## src/bss_pkg.sv

```systemverilog
// ----------------------------------------------------------------------------
// bss_pkg
// Shared types and constants for the bitmap set store: command codes,
// controller states and fixed field widths.
// ----------------------------------------------------------------------------
`default_nettype none

package bss_pkg;

  localparam int unsigned WordBits  = 32;
  localparam int unsigned BitSelW   = 5;
  localparam int unsigned CmdW      = 3;
  localparam int unsigned ElemIdxW  = 10;
  localparam int unsigned SetSizeW  = 11;
  localparam logic [SetSizeW-1:0] SetSizeRst = 11'd1024;

  typedef enum logic [CmdW-1:0] {
    CMD_ADD    = 3'd0,
    CMD_REMOVE = 3'd1,
    CMD_CHECK  = 3'd2,
    CMD_TOGGLE = 3'd3,
    CMD_FILL   = 3'd4,
    CMD_CLEAR  = 3'd5
  } cmd_e;

  typedef enum logic [1:0] {
    ST_IDLE,
    ST_RMW,
    ST_SWEEP
  } state_e;

endpackage

`default_nettype wire

```

## src/bitmap_set_store.sv

```systemverilog
// ----------------------------------------------------------------------------
// bitmap_set_store
// Set of small integers kept as a bitmap in a word-wide synchronous RAM.
// Single-element commands do one read-modify-write; fill and clear sweep
// every word.
// ----------------------------------------------------------------------------
//  channel   | ports                                      | handshake
//  ----------+--------------------------------------------+----------------------
//  command   | command_i, element_index_i                 | start & !busy
//  result    | present_o, out_of_range_o                  | done_o, one cycle
//  set_size  | set_size_i                                 | set_size_we_i
//
//  Add, remove, check, toggle and unused codes do one read-modify-write:
//  the word is read on the accept edge and, for in-range add, remove and
//  toggle, written back in the following cycle. Fill and clear sweep every
//  RAM word, one per cycle; after reset a clear sweep runs with busy high.
//  The result register frees the controller, so a new transaction is taken in
//  the cycle that done_o is shown; the receiver cannot stall.
// ----------------------------------------------------------------------------
`default_nettype none

module bitmap_set_store #(
  parameter int unsigned MaxElements = 1024
) (
  input  wire logic                          clk_i,
  input  wire logic                          rst_ni,
  input  wire logic                          start,
  output logic                               busy,
  input  wire logic [bss_pkg::CmdW-1:0]      command_i,
  input  wire logic [bss_pkg::ElemIdxW-1:0]  element_index_i,
  output logic                               done_o,
  output logic                               present_o,
  output logic                               out_of_range_o,
  input  wire logic                          set_size_we_i,
  input  wire logic [bss_pkg::SetSizeW-1:0]  set_size_i
);
  import bss_pkg::*;

  localparam int unsigned WordCount = (MaxElements + WordBits - 1) / WordBits;
  localparam int unsigned AddrW     = (WordCount > 1) ? $clog2(WordCount) : 1;
  localparam int unsigned CmpW      = AddrW + BitSelW + 1;
  localparam int unsigned LimW      = (CmpW > SetSizeW) ? CmpW : SetSizeW;
  localparam logic [LimW-1:0]  MaxLim   = LimW'(MaxElements);
  localparam logic [AddrW-1:0] LastAddr = AddrW'(WordCount - 1);
  localparam logic [LimW-1:0]  WordSpan = LimW'(WordBits);

  logic [WordBits-1:0] mem [WordCount];

  state_e                state_q, state_d;
  logic [SetSizeW-1:0]   set_size_q;
  logic [CmdW-1:0]       cmd_q, cmd_d;
  logic [BitSelW-1:0]    bit_q, bit_d;
  logic [AddrW-1:0]      addr_q, addr_d;
  logic                  oor_q, oor_d;
  logic [AddrW-1:0]      cnt_q, cnt_d;
  logic [LimW-1:0]       sweep_lim_q, sweep_lim_d;
  logic                  report_q, report_d;
  logic                  done_q, done_d;
  logic                  present_q, present_d;
  logic                  res_oor_q, res_oor_d;

  logic [WordBits-1:0]   rd_data_q;
  logic [AddrW-1:0]      rd_addr;
  logic [AddrW+BitSelW-1:0] word_wide;
  logic [LimW-1:0]       eff_lim;
  logic [LimW-1:0]       idx_ext;
  logic                  single_cmd;
  logic                  accept;

  logic                  mem_we;
  logic [AddrW-1:0]      mem_waddr;
  logic [WordBits-1:0]   mem_wdata;
  logic [WordBits-1:0]   bit_mask;
  logic [WordBits-1:0]   fill_word;
  logic [LimW-1:0]       base;
  logic [LimW-1:0]       diff;

  assign accept     = start && !busy;
  assign busy       = (state_q != ST_IDLE);
  assign eff_lim    = (LimW'(set_size_q) > MaxLim) ? MaxLim : LimW'(set_size_q);
  assign idx_ext    = LimW'(element_index_i);
  assign single_cmd = (command_i <= CMD_TOGGLE);
  assign word_wide  = (AddrW + BitSelW)'(element_index_i[ElemIdxW-1:BitSelW]);
  assign rd_addr    = word_wide[AddrW-1:0];
  assign bit_mask   = WordBits'(1) << bit_q;

  // Fill pattern of the word under the sweep counter.
  assign base = LimW'({cnt_q, {BitSelW{1'b0}}});
  assign diff = sweep_lim_q - base;
  always_comb begin
    if (base + WordSpan <= sweep_lim_q) begin
      fill_word = '1;
    end else if (base >= sweep_lim_q) begin
      fill_word = '0;
    end else begin
      fill_word = (WordBits'(1) << diff[BitSelW-1:0]) - WordBits'(1);
    end
  end

  always_comb begin
    state_d     = state_q;
    cmd_d       = cmd_q;
    bit_d       = bit_q;
    addr_d      = addr_q;
    oor_d       = oor_q;
    cnt_d       = cnt_q;
    sweep_lim_d = sweep_lim_q;
    report_d    = report_q;
    done_d      = 1'b0;
    present_d   = 1'b0;
    res_oor_d   = 1'b0;
    mem_we      = 1'b0;
    mem_waddr   = addr_q;
    mem_wdata   = rd_data_q;

    unique case (state_q)
      ST_IDLE: begin
        if (accept) begin
          cmd_d  = command_i;
          bit_d  = element_index_i[BitSelW-1:0];
          addr_d = rd_addr;
          oor_d  = single_cmd && (idx_ext >= eff_lim);
          if (command_i == CMD_FILL || command_i == CMD_CLEAR) begin
            state_d     = ST_SWEEP;
            cnt_d       = '0;
            report_d    = 1'b1;
            sweep_lim_d = (command_i == CMD_FILL) ? eff_lim : '0;
          end else begin
            state_d = ST_RMW;
          end
        end
      end
      ST_RMW: begin
        // Modify the word read on the accept edge and write it back.
        state_d   = ST_IDLE;
        done_d    = 1'b1;
        res_oor_d = oor_q;
        if (!oor_q) begin
          priority case (cmd_q)
            CMD_ADD: begin
              mem_we    = 1'b1;
              mem_wdata = rd_data_q | bit_mask;
            end
            CMD_REMOVE: begin
              mem_we    = 1'b1;
              mem_wdata = rd_data_q & ~bit_mask;
            end
            CMD_TOGGLE: begin
              mem_we    = 1'b1;
              mem_wdata = rd_data_q ^ bit_mask;
            end
            CMD_CHECK: begin
              present_d = rd_data_q[bit_q];
            end
            default: begin
              mem_we = 1'b0;
            end
          endcase
        end
      end
      ST_SWEEP: begin
        mem_we    = 1'b1;
        mem_waddr = cnt_q;
        mem_wdata = fill_word;
        cnt_d     = cnt_q + AddrW'(1);
        if (cnt_q == LastAddr) begin
          state_d = ST_IDLE;
          done_d  = report_q;
        end
      end
      default: begin
        state_d = ST_IDLE;
      end
    endcase
  end

  always_ff @(posedge clk_i or negedge rst_ni) begin
    if (!rst_ni) begin
      state_q     <= ST_SWEEP;
      set_size_q  <= SetSizeRst;
      cnt_q       <= '0;
      sweep_lim_q <= '0;
      report_q    <= 1'b0;
      done_q      <= 1'b0;
      cmd_q       <= '0;
      oor_q       <= 1'b0;
    end else begin
      state_q     <= state_d;
      cnt_q       <= cnt_d;
      sweep_lim_q <= sweep_lim_d;
      report_q    <= report_d;
      done_q      <= done_d;
      cmd_q       <= cmd_d;
      oor_q       <= oor_d;
      if (set_size_we_i) begin
        set_size_q <= set_size_i;
      end
    end
  end

  always_ff @(posedge clk_i) begin
    bit_q     <= bit_d;
    addr_q    <= addr_d;
    present_q <= present_d;
    res_oor_q <= res_oor_d;
  end

  // Word RAM: one write port, one registered read port.
  always_ff @(posedge clk_i) begin
    if (mem_we) begin
      mem[mem_waddr] <= mem_wdata;
    end
    rd_data_q <= mem[rd_addr];
  end

  assign done_o         = done_q;
  assign present_o      = done_q && present_q;
  assign out_of_range_o = done_q && res_oor_q;

  a_accept_busy: assert property (@(posedge clk_i) disable iff (!rst_ni)
    accept |=> busy)
    else $error("accepted transaction did not raise busy");

  a_rmw_done: assert property (@(posedge clk_i) disable iff (!rst_ni)
    (state_q == ST_RMW) |=> done_o)
    else $error("read-modify-write gave no result");

  a_present_excl: assert property (@(posedge clk_i) disable iff (!rst_ni)
    done_o |-> !(present_o && out_of_range_o))
    else $error("result both present and out of range");

  a_no_oor_write: assert property (@(posedge clk_i) disable iff (!rst_ni)
    (state_q == ST_RMW && oor_q) |-> !mem_we)
    else $error("out-of-range command wrote the store");

  a_sweep_silent: assert property (@(posedge clk_i) disable iff (!rst_ni)
    (state_q == ST_SWEEP && cnt_q != LastAddr) |=> !done_o)
    else $error("result shown in the middle of a sweep");

endmodule

`default_nettype wire

```

## config.mk

```make
export PLATFORM = sky130hd
export DESIGN_NAME = bitmap_set_store
export DESIGN_NICKNAME = d
export VERILOG_FILES = /design/src/bss_pkg.sv /design/src/bitmap_set_store.sv
export SDC_FILE = /design/constraint.sdc
export NUM_CORES = 1
export LEC_CHECK = 0
export ABC_AREA = 1
export BUFFER_PORTS_ARGS = -buffer_cell sky130_fd_sc_hd__buf_2
export CORE_ASPECT_RATIO = 0.6
export CORE_MARGIN = 8
export CORE_UTILIZATION = 38
export CTS_CLUSTER_DIAMETER = 80
export DETAILED_ROUTE_END_ITERATION = 8
export HOLD_SLACK_MARGIN = 0.03
export PLACE_DENSITY = 0.54
export SYNTH_ARGS = -nofsm -noshare
export SYNTH_HDL_FRONTEND = slang
export SYNTH_SLANG_ARGS = --single-unit
```

## constraint.sdc

```tcl
create_clock -name clk_i -period 3.7 [get_ports clk_i]
set_input_delay 0.555 -clock clk_i [delete_from_list [all_inputs] [get_ports clk_i]]
set_output_delay 0.555 -clock clk_i [all_outputs]
set_load 0.005 [all_outputs]
```

### Yosys cells after proc, flatten, opt, wreduce, memory -nomap -nowiden

Memory sizes are Yosys's and may differ from the RTL's. A register that Yosys moved wholly into a read port is not among the register bits.
Index checks and enable logic that the tools add are counted.
Widths: inputs -> output; s select.

| storage, ports and cells | value |
|---|---|
| RAM bits | 1,024 |
| output and inout port bits | 4 |
| word-level logic and storage cells | 82 |
| register bits after elaboration | 47 |
| memories | 1 |

Memory list:

| memory | words | bits a word | read ports | clocked after memory_dff | write ports | line | source |
|---|---|---|---|---|---|---|---|
| mem | 32 | 32 | 1 | 1 | 1 | bitmap_set_store.sv:47 | `logic [WordBits-1:0] mem [WordCount];` |

| cells by class | value |
|---|---|
| reduce and logical (&&, ||, !) cells | 16 |
| magnitude comparators | 6 |
| shift operators | 2 |
| equal/unequal tests | 11 |
| add/subtract/negate cells | 4 |
| bitwise gates (word level) | 6 |
| mux-type cells | 24 |

Operator list:

| cell | count |
|---|---|
| $mux 32 | 3 |
| $pmux 32 s3 | 1 |
| $pmux 32 s2 | 1 |
| $shl 1x5->32 const A | 2 |
| $and 32x32->32 | 1 |
| $not 32->32 | 1 |
| $or 32x32->32 | 1 |
| $sub 32x2->32 const B | 1 |
| $xor 32x32->32 | 1 |
| $ge 10x11->1 | 2 |
| $mux 11 | 2 |
| $mux 5 | 3 |
| $add 10x6->11 const B | 1 |
| $gt 11x11->1 const B | 1 |
| $le 11x11->1 | 1 |
| $pmux 5 s2 | 1 |
| $eq 3x2->1 const B | 2 |
| $eq 3x3->1 const B | 2 |
| $lt 5x6->1 const B | 1 |
| $mux 1 | 6 |
| $mux 2 | 3 |
| $ne 2x2->1 const B | 3 |
| $reduce_and 3->1 | 2 |
| $reduce_or 3->1 | 2 |
| 18 further kinds | 25 |

### Depth between registers and ports, before layout

Gate-level depths: netlist of the first run.

| logic depth | value |
|---|---|
| depth after elaboration | 7 |
| gate-level depth with buffers | 16 |

### Worst setup path after synthesis of the first run

No wires, ideal clock.

| path | value |
|---|---|
| kind | reg2reg |
| start point | register state_q[1] |
| end point | memory mem[0][0] (enable) |
| period minus slack after synthesis | 3.436 ns |
| stages on the path, launching flop included | 10 |
| required time | 3.279 ns |
| path slack | 0.264 ns |
| arrival time | 3.015 ns |
| path through | dfstp_2 ha_1 clkbuf_1 clkbuf_1 nand2_1 o21ai_0 inv_1 nor2_1 nand2_1 nor2_1 |

| between the ends | value |
|---|---|
| longest elaborated chain between the ends | 4 |
| elaborated cells on any way between the ends | 6 |
| those cells by class | eq/ne (2); mux (4) |

RTL lines:

| item | line | source |
|---|---|---|
| start: declaration | bitmap_set_store.sv:49 | `state_e state_q, state_d;` |
| start signal: assignment | bitmap_set_store.sv:188 | `state_q <= state_d;` |
| $eq 2x2->1 or $eq 2x1->1 (tied branches) | bitmap_set_store.sv:116 | `unique case (state_q)` |
| $pmux 1 s2 | bitmap_set_store.sv:116 |  |
| $mux 1 | bitmap_set_store.sv:210 | `if (mem_we) begin` |
| $mux 1 (not written as such) | bitmap_set_store.sv:211 | `mem[mem_waddr] <= mem_wdata;` |
| end: declaration | bitmap_set_store.sv:47 |  |

Several ways; a longest one is shown, not always the timed one.

### Final worst setup path of the first run

| path | value |
|---|---|
| start point | register cnt_q[1] |
| end point | memory mem[23][23] (data pin) |

| between the ends | value |
|---|---|
| longest elaborated chain between the ends | 4 |
| elaborated cells on any way between the ends | 6 |
| those cells by class | add/sub (1); order compare (2); mux (3) |

RTL lines:

| item | line | source |
|---|---|---|
| start: declaration | bitmap_set_store.sv:55 | `logic [AddrW-1:0] cnt_q, cnt_d;` |
| start signal: assignment | bitmap_set_store.sv:189 | `cnt_q <= cnt_d;` |
| $add 10x6->11 or $ge 10x11->1 (tied branches) | bitmap_set_store.sv:91, bitmap_set_store.sv:93 |  |
| $le 11x11->1 or $mux 32 (tied branches) | bitmap_set_store.sv:91, bitmap_set_store.sv:93 |  |
| $mux 32 (*) | bitmap_set_store.sv:91 | `if (base + WordSpan <= sweep_lim_q) begin` |
| $pmux 32 s2 (*) | bitmap_set_store.sv:116 |  |
| net mem_wdata[23] | bitmap_set_store.sv:72 | `logic [WordBits-1:0] mem_wdata;` |

The timed path passes the listed nets; every way through them passes the cells marked *.

==> results of run 1 <==
==> what timing repair did <==
action	in CTS	in global routing
setup endpoints to repair	0	128
resized for setup	0	4
hold buffers	4	0
endpoints found under the hold margin	36	0
==> kinds of logic after synthesis <==
kind of cell	synth area share [%]
buffers and inverters	3.61
adders and majority gates	2.43
and+or+nand+nor	9.93
muxes	0.192
xor gates and xnor gates	0.0561
AOI/OAI and AO/OA	14.1
DFF	69.6
==> power by group through the flow <==
stage	registers (mW)	clock network (mW)	logic [mW]
after floorplan	17.5	0	5.03
after global placement	17.5	0	9.08
after detailed placement	17.5	0	9.07
after CTS	17.2	10.6	9.10
after global routing	17.2	11.1	10.1
final	17.2	10.5	9.28
==> stage by stage <==
step | utilization, % | cells | hold WS (ps) | area (um^2)
after global routing | 44.0 | 5623 | 49.5 | 53600
after global placement | 41.3 | 5437 | 456 | 50300
after floorplan | - | 3852 | 259 | 46800
after detailed placement | 41.3 | 5437 | 465 | 50300
after CTS | 44.0 | 5622 | 34.3 | 53600
final | 44.0 | 5623 | 81.0 | 53600
==> sequential cells by signal, indices dropped and copies added (netlist names) <==
| name | flops |
|---|---|
| res_oor_q | 1 |
| done_o | 1 |
| set_size_q | 11 |
| addr_q | 5 |
| state_q | 2 |
| bit_q | 5 |
| present_q | 1 |
| sweep_lim_q | 11 |
| mem | 1024 |
| oor_q | 1 |
| cnt_q | 5 |
| report_q | 1 |
| rd_data_q | 32 |
| cmd_q | 3 |
==> worst max-delay path: cells and delay by family, from the launching register on <==
kind / cells / cell delay (ps)
adder cells (fa/ha/maj): 3 / 810
AO/OA/AOI/OAI: 3 / 840
AND/OR/NAND/NOR: 5 / 640
buffers and inverters: 1 / 160
flip-flops: 1 / 420
==> final cells by class <==
| class | instances | share of cell area (%) |
|---|---|---|
| clock buffer | 128 | 5.03 |
| clock inverter | 53 | 0.999 |
| inverter | 152 | 1.11 |
| multi-input combinational | 2324 | 24.1 |
| sequential | 1103 | 60.8 |
| tap | 1616 | 3.77 |
| timing repair buffer | 247 | 4.19 |
==> worst paths after layout <==
kind,startpoint,end,slack [ps]
worst max-delay path,cnt_q[1]$_DFFE_PN0P_,mem[23][23]$_DFFE_PP_,510
worst min-delay path,set_size_i[3],set_size_q[3]$_DFFE_PN0P_,80
worst max register to register,cnt_q[1]$_DFFE_PN0P_,mem[23][23]$_DFFE_PP_,510
worst min register to register,report_q$_DFFE_PN0P_,report_q$_DFFE_PN0P_,490
max in group asynchronous,rst_ni,sweep_lim_q[4]$_DFFE_PN0P_,2630
min in group asynchronous,rst_ni,set_size_q[2]$_DFFE_PN0P_,510
==> layer usage <==
layer / part of all wire (%) / global-route usage (%)
met5: 0 / 0
met4: 2.8 / 6.28
met1: 45 / 32.6
met2: 43 / 33.3
met3: 9.2 / 4.79
==> cell usage after synthesis (3+ instances only) <==
master,number
edfxtp_1,1034
nor2_1,702
o21ai_0,643
clkbuf_1,208
o221ai_1,195
nand2_1,167
nand3_1,163
inv_1,134
o22ai_1,94
ha_1,91
a21oi_1,64
buf_2,50
nand4_1,41
a31oi_1,34
dfxtp_1,34
dfrtp_1,33
a32oi_1,27
o21ai_1,17
a22oi_1,11
inv_2,11
buf_1,9
nor2_2,9
mux2_2,8
clkinv_1,7
buf_4,6
nor3_1,6
o211ai_1,6
o31ai_1,6
nand3_2,5
nand2_2,4
nor2_4,3
nor4_1,3
o2111ai_1,3
==> reports/qor.yml, run 1 <==
gp_congestion: 1.04
pre_cts_slack_ps: 163
slowest_stage: "a21oi_4"
final_nets: 4043
hold_depth: 2
die-area_um2: 135000
powerDensity_nw_per_um2: 689
antenna_found_initial: 2
cts-root-buf: "clkbuf_16"
seq_power_share_pct: 46.5
hpwl_um: 85300
netlist_instances: 3852
cts_max_level: 3
die_y_um: 288
regArea_um2: 32600
start_util_pct: 38.4
leakagePower_nw: 17.8
firstDrtPassIters: 6
cts.sinks: 1103
min_period_ps: 3190
slew_headroom_pct: 26.7
crit_type: "reg -> reg"
grt_max_degree: 117
synthToLayoutAreaGrowth_pct: 14.5
multi_input_area_um2: 12900
sw_frac_of_total_pct: 32.5
power_mw: 36.9
final_cell_mix: "edfxtp_1 (1034), nor2_1 (669), o21ai_0 (643)"
p_int_mw: 24.9
cts_tree: "yes"
grt_overflow: 0
numCtsBuffers: 96
synth_largest_area_cell: "edfxtp_1"
grt_pass1_wl_um: 223000
p_comb_share_pct: 25.1
cp_max_fo: 32
fp.dieW_um: 469
drc: 0
rsz0062_at_grt: "false"
cpPeakStageDelay_ps: 640
ant_nets: 0
pwr-share-clk_pct: 28.3
row_count: 99
required_ps: 4100
vias: 32742
numPortBuffers: 31
antenna_cells: 0
cp-start-kind: "flop"
crit_chain: "ha_1 -> nand2_1 -> nor2_1 -> ha_1 -> ha_1 -> nand2_1 -> nor4_2 -> a31oi_2 -> buf_12 -> o21ai_1 -> nand2_1 -> a21oi_4"
drive_gt1_share_pct: 12.8
ys_warn_count: 0
synth_edf_count: 1034
status: "completed"
netlist_area_um2: 46800
final_common_cell: "edfxtp_1"
core_um2: 122000
ys_async_sr_fraction_pct: 3.17
yosysSeqAreaShare_pct: 69.6
synth.distinct_cells: 50
clk_pin_slew_ps: 70
wirelength_um: 156000
arrival_ps: 3590
yosys-top-cells-area: "edfxtp_1 (66%), o21ai_0 (6.9%), nor2_1 (5.6%), o221ai_1 (3.6%), ha_1 (2.4%)"
io_pins: 32
end_kind: "flop"
grt_pass1_vias: 30782
finClkSkew_ps: 31.7
worst_slew_pin_slew_ps: 1090
timing.final.ws_setup_ps: 511
setup-violations-final: 0
post_cts_buffers: 0
avgViaCountPerCell: 5.82
drt_iter0_drc: 4192
ff2ff_path_depth: 12
synth-seq-cells: 1103
fin_tns_setup_ps: 0
avgRoutedWirePerCell_um: 27.7
drv_slew: 0
finalHoldViolCount: 0
fill_cells: 11144
synthFlopType: "edfxtp_1"
clock_latency_ps: 720
finalCritPeriodShare_pct: 86.2
grt_use_total_pct: 22.2
switchingPower_mw: 12.0
avgSynthCellArea_um2: 12.2
hold_class: "in -> reg"
ir_worst_vdd_mv: 0.431
yosys.area.top_type_share_pct: 66.3
timing.fmax_ghz: 0.314
clockBufferDepth: 3
syn_nets: 3971
maxCapViolations: 0
(Power assumes the default switching activity.)
==> inputs of run 2 (changes only) <==
--- a/config.mk
+++ b/config.mk
@@ -7,13 +7,15 @@
 export LEC_CHECK = 0
 export ABC_AREA = 1
 export BUFFER_PORTS_ARGS = -buffer_cell sky130_fd_sc_hd__buf_2
+export CELL_PAD_IN_SITES_DETAIL_PLACEMENT = 0
+export CELL_PAD_IN_SITES_GLOBAL_PLACEMENT = 1
 export CORE_ASPECT_RATIO = 0.6
 export CORE_MARGIN = 8
 export CORE_UTILIZATION = 38
 export CTS_CLUSTER_DIAMETER = 80
 export DETAILED_ROUTE_END_ITERATION = 8
 export HOLD_SLACK_MARGIN = 0.03
-export PLACE_DENSITY = 0.54
+export PLACE_DENSITY = 0.63
 export SYNTH_ARGS = -nofsm -noshare
 export SYNTH_HDL_FRONTEND = slang
 export SYNTH_SLANG_ARGS = --single-unit
==> run 2 against run 1 <==
Cell count barely moved. Register-to-register slack got worse by 110 ps. Clock skew fell by 12 ps. Flip-flop and latch count did not move. Via count rose by 1.2%. Clock power barely moved. Count of clock-buffer cells in the layout rose by 11. Critical path depth did not move. Sequential share of layout area fell by 0.38 points. Hold slack got worse by 6.6 ps. Largest cell class unchanged. Largest power group unchanged. Highest routed layer unchanged.
==> reports/qor.yml, run 2 (synthesis gave the netlist of run 1 again) <==
reg_top3: "mem x1024, rd_data_q x32"
drt_iter0_drc: 4611
cts_tree: "yes"
maxCapViolations: 0
slowest_stage: "a22oi_2"
start_util_pct: 38.4
post_cts_buffers: 0
critPathBufInv: 1
power_mw: 37.3
drive_gt1_share_pct: 12.5
grt_max_degree: 141
rsz0062_at_grt: "false"
crit_cells: 12
end_kind: "flop"
cpPeakStageDelay_ps: 680
row_count: 99
worst_slew_pin_slew_ps: 1190
die_y_um: 288
synthToLayoutAreaGrowth_pct: 15.2
ant_nets: 0
final_nets: 4042
powerDensity_nw_per_um2: 690
clock_latency_ps: 720
finalCritPeriodShare_pct: 89.3
numCtsBuffers: 98
path_delay_family: "adder cells"
setup-violations-final: 0
avgRoutedWirePerCell_um: 28.3
largest_reg_flops: 1024
min_period_ps: 3300
timing.final.ws_setup_ps: 397
fp.dieW_um: 469
grt_overflow: 0
io_pins: 32
crit_chain: "ha_1 -> nand2_1 -> nor2_1 -> ha_1 -> ha_1 -> nand2_1 -> nor4_2 -> a31oi_2 -> buf_12 -> nand2_1 -> nand2_1 -> a22oi_2"
crit_type: "reg -> reg"
final_cell_mix: "edfxtp_1 (1034), nor2_1 (669), o21ai_0 (643)"
cts.sinks: 1103
arrival_ps: 3690
hold_depth: 1
finalHoldViolCount: 0
cp-start-kind: "flop"
grt_pass1_vias: 30369
status: "completed"
clk_pin_slew_ps: 70
core_um2: 122000
cts-root-buf: "clkbuf_16"
ir_worst_vdd_mv: 0.435
slew_headroom_pct: 20.9
hold_class: "in -> reg"
cts_max_level: 3
firstDrtPassIters: 6
drc: 0
leakagePower_nw: 17.9
ff2ff_path_depth: 12
numPortBuffers: 31
cp_max_fo: 22
vias: 33122
gp_congestion: 1.00
hpwl_um: 90000
finClkSkew_ps: 19.8
final_common_cell: "edfxtp_1"
avgViaCountPerCell: 5.89
drv_slew: 0
grt_pass1_wl_um: 226000
timing.fmax_ghz: 0.303
pre_cts_slack_ps: 107
fin_tns_setup_ps: 0
required_ps: 4090
grt_use_total_pct: 22.6
clockBufferDepth: 3
wirelength_um: 159000
antenna_cells: 0
die-area_um2: 135000
antenna_found_initial: 1
crit_top_cell: "nand2_1"
top_register: "mem"
==> run 2: cell types whose count changed in the layout (fill, tap and decap cells not counted), moves of 4 or more <==
cell           change
dlygate4sd3_1      +6
clkbuf_1          +11
buf_4             -30
buf_12            +19
clkinv_2           -5
clkinvlp_4         -4
==> run 2: per-layer routing <==
metal / up-vias / wire (um) / track usage [%] / part of all wire (%)
li1: 14543 / - / - / -
met1: 16852 / 75900 / 36.0 / 48
met2: 1549 / 65700 / 32.0 / 41
met3: 178 / 14700 / 4.36 / 9.2
met4: 0 / 2650 / 4.25 / 1.7
met5: - / 0 / 0 / 0
==> run 2: area by class of cell <==
class                   instances  area (um^2)
clock buffers                 139         2740
clock inverters                47          591
repair buffers                243         2480
multi-input cells            2325        12900
flip-flops and latches       1103        32600
fillers                     11160        67900
inverters                     152          593
well taps                    1616         2020
==> run 2: power by group <==
part | internal (mW) | switching (mW)
clock | 5.98 | 4.72
combinational | 2.22 | 7.15
sequential | 17.0 | 0.215
total | 25.2 | 12.1
==> run 2: what timing repair did <==
item / in CTS / in global routing
gates resized for setup: 0 / 2
hold buffers: 10 / 0
endpoints found under the setup margin: 0 / 64
hold endpoints to repair: 42 / 0
==> run 2: final timing paths <==
kind | slack (ps) | to | start
max | 400 | mem[20][25]$_DFFE_PP_ | cnt_q[0]$_DFFE_PN0P_
min | 70 | bit_q[2]$_DFFE_PP_ | element_index_i[2]
max reg2reg | 400 | mem[20][25]$_DFFE_PP_ | cnt_q[0]$_DFFE_PN0P_
min reg2reg | 480 | report_q$_DFFE_PN0P_ | report_q$_DFFE_PN0P_
max in group asynchronous | 2630 | cmd_q[2]$_DFFE_PN0P_ | rst_ni
min in group asynchronous | 500 | set_size_q[1]$_DFFE_PN0P_ | rst_ni
==> run 2: worst register-to-register path, cell delays in order (launching register included) <==
cell     delay [ps]
dfrtp_1         420
ha_1            240
nand2_1          70
nor2_1           50
ha_1            290
ha_1            280
nand2_1          90
nor4_2          320
a31oi_2          90
buf_12          180
nand2_1          80
nand2_1         170
a22oi_2         680
==> run 2: per-stage QoR <==
step | hold slack, ps | cells | util [%] | area, um^2
6_report | 74.4 | 5625 | 44.3 | 54000
5_1_grt | 43.3 | 5625 | 44.3 | 54000
4_1_cts | 34.1 | 5622 | 44.2 | 53900
2_1_floorplan | 259 | 3852 | - | 46800
3_5_place_dp | 461 | 5426 | 41.4 | 50500
3_3_place_gp | 456 | 5426 | 41.4 | 50500
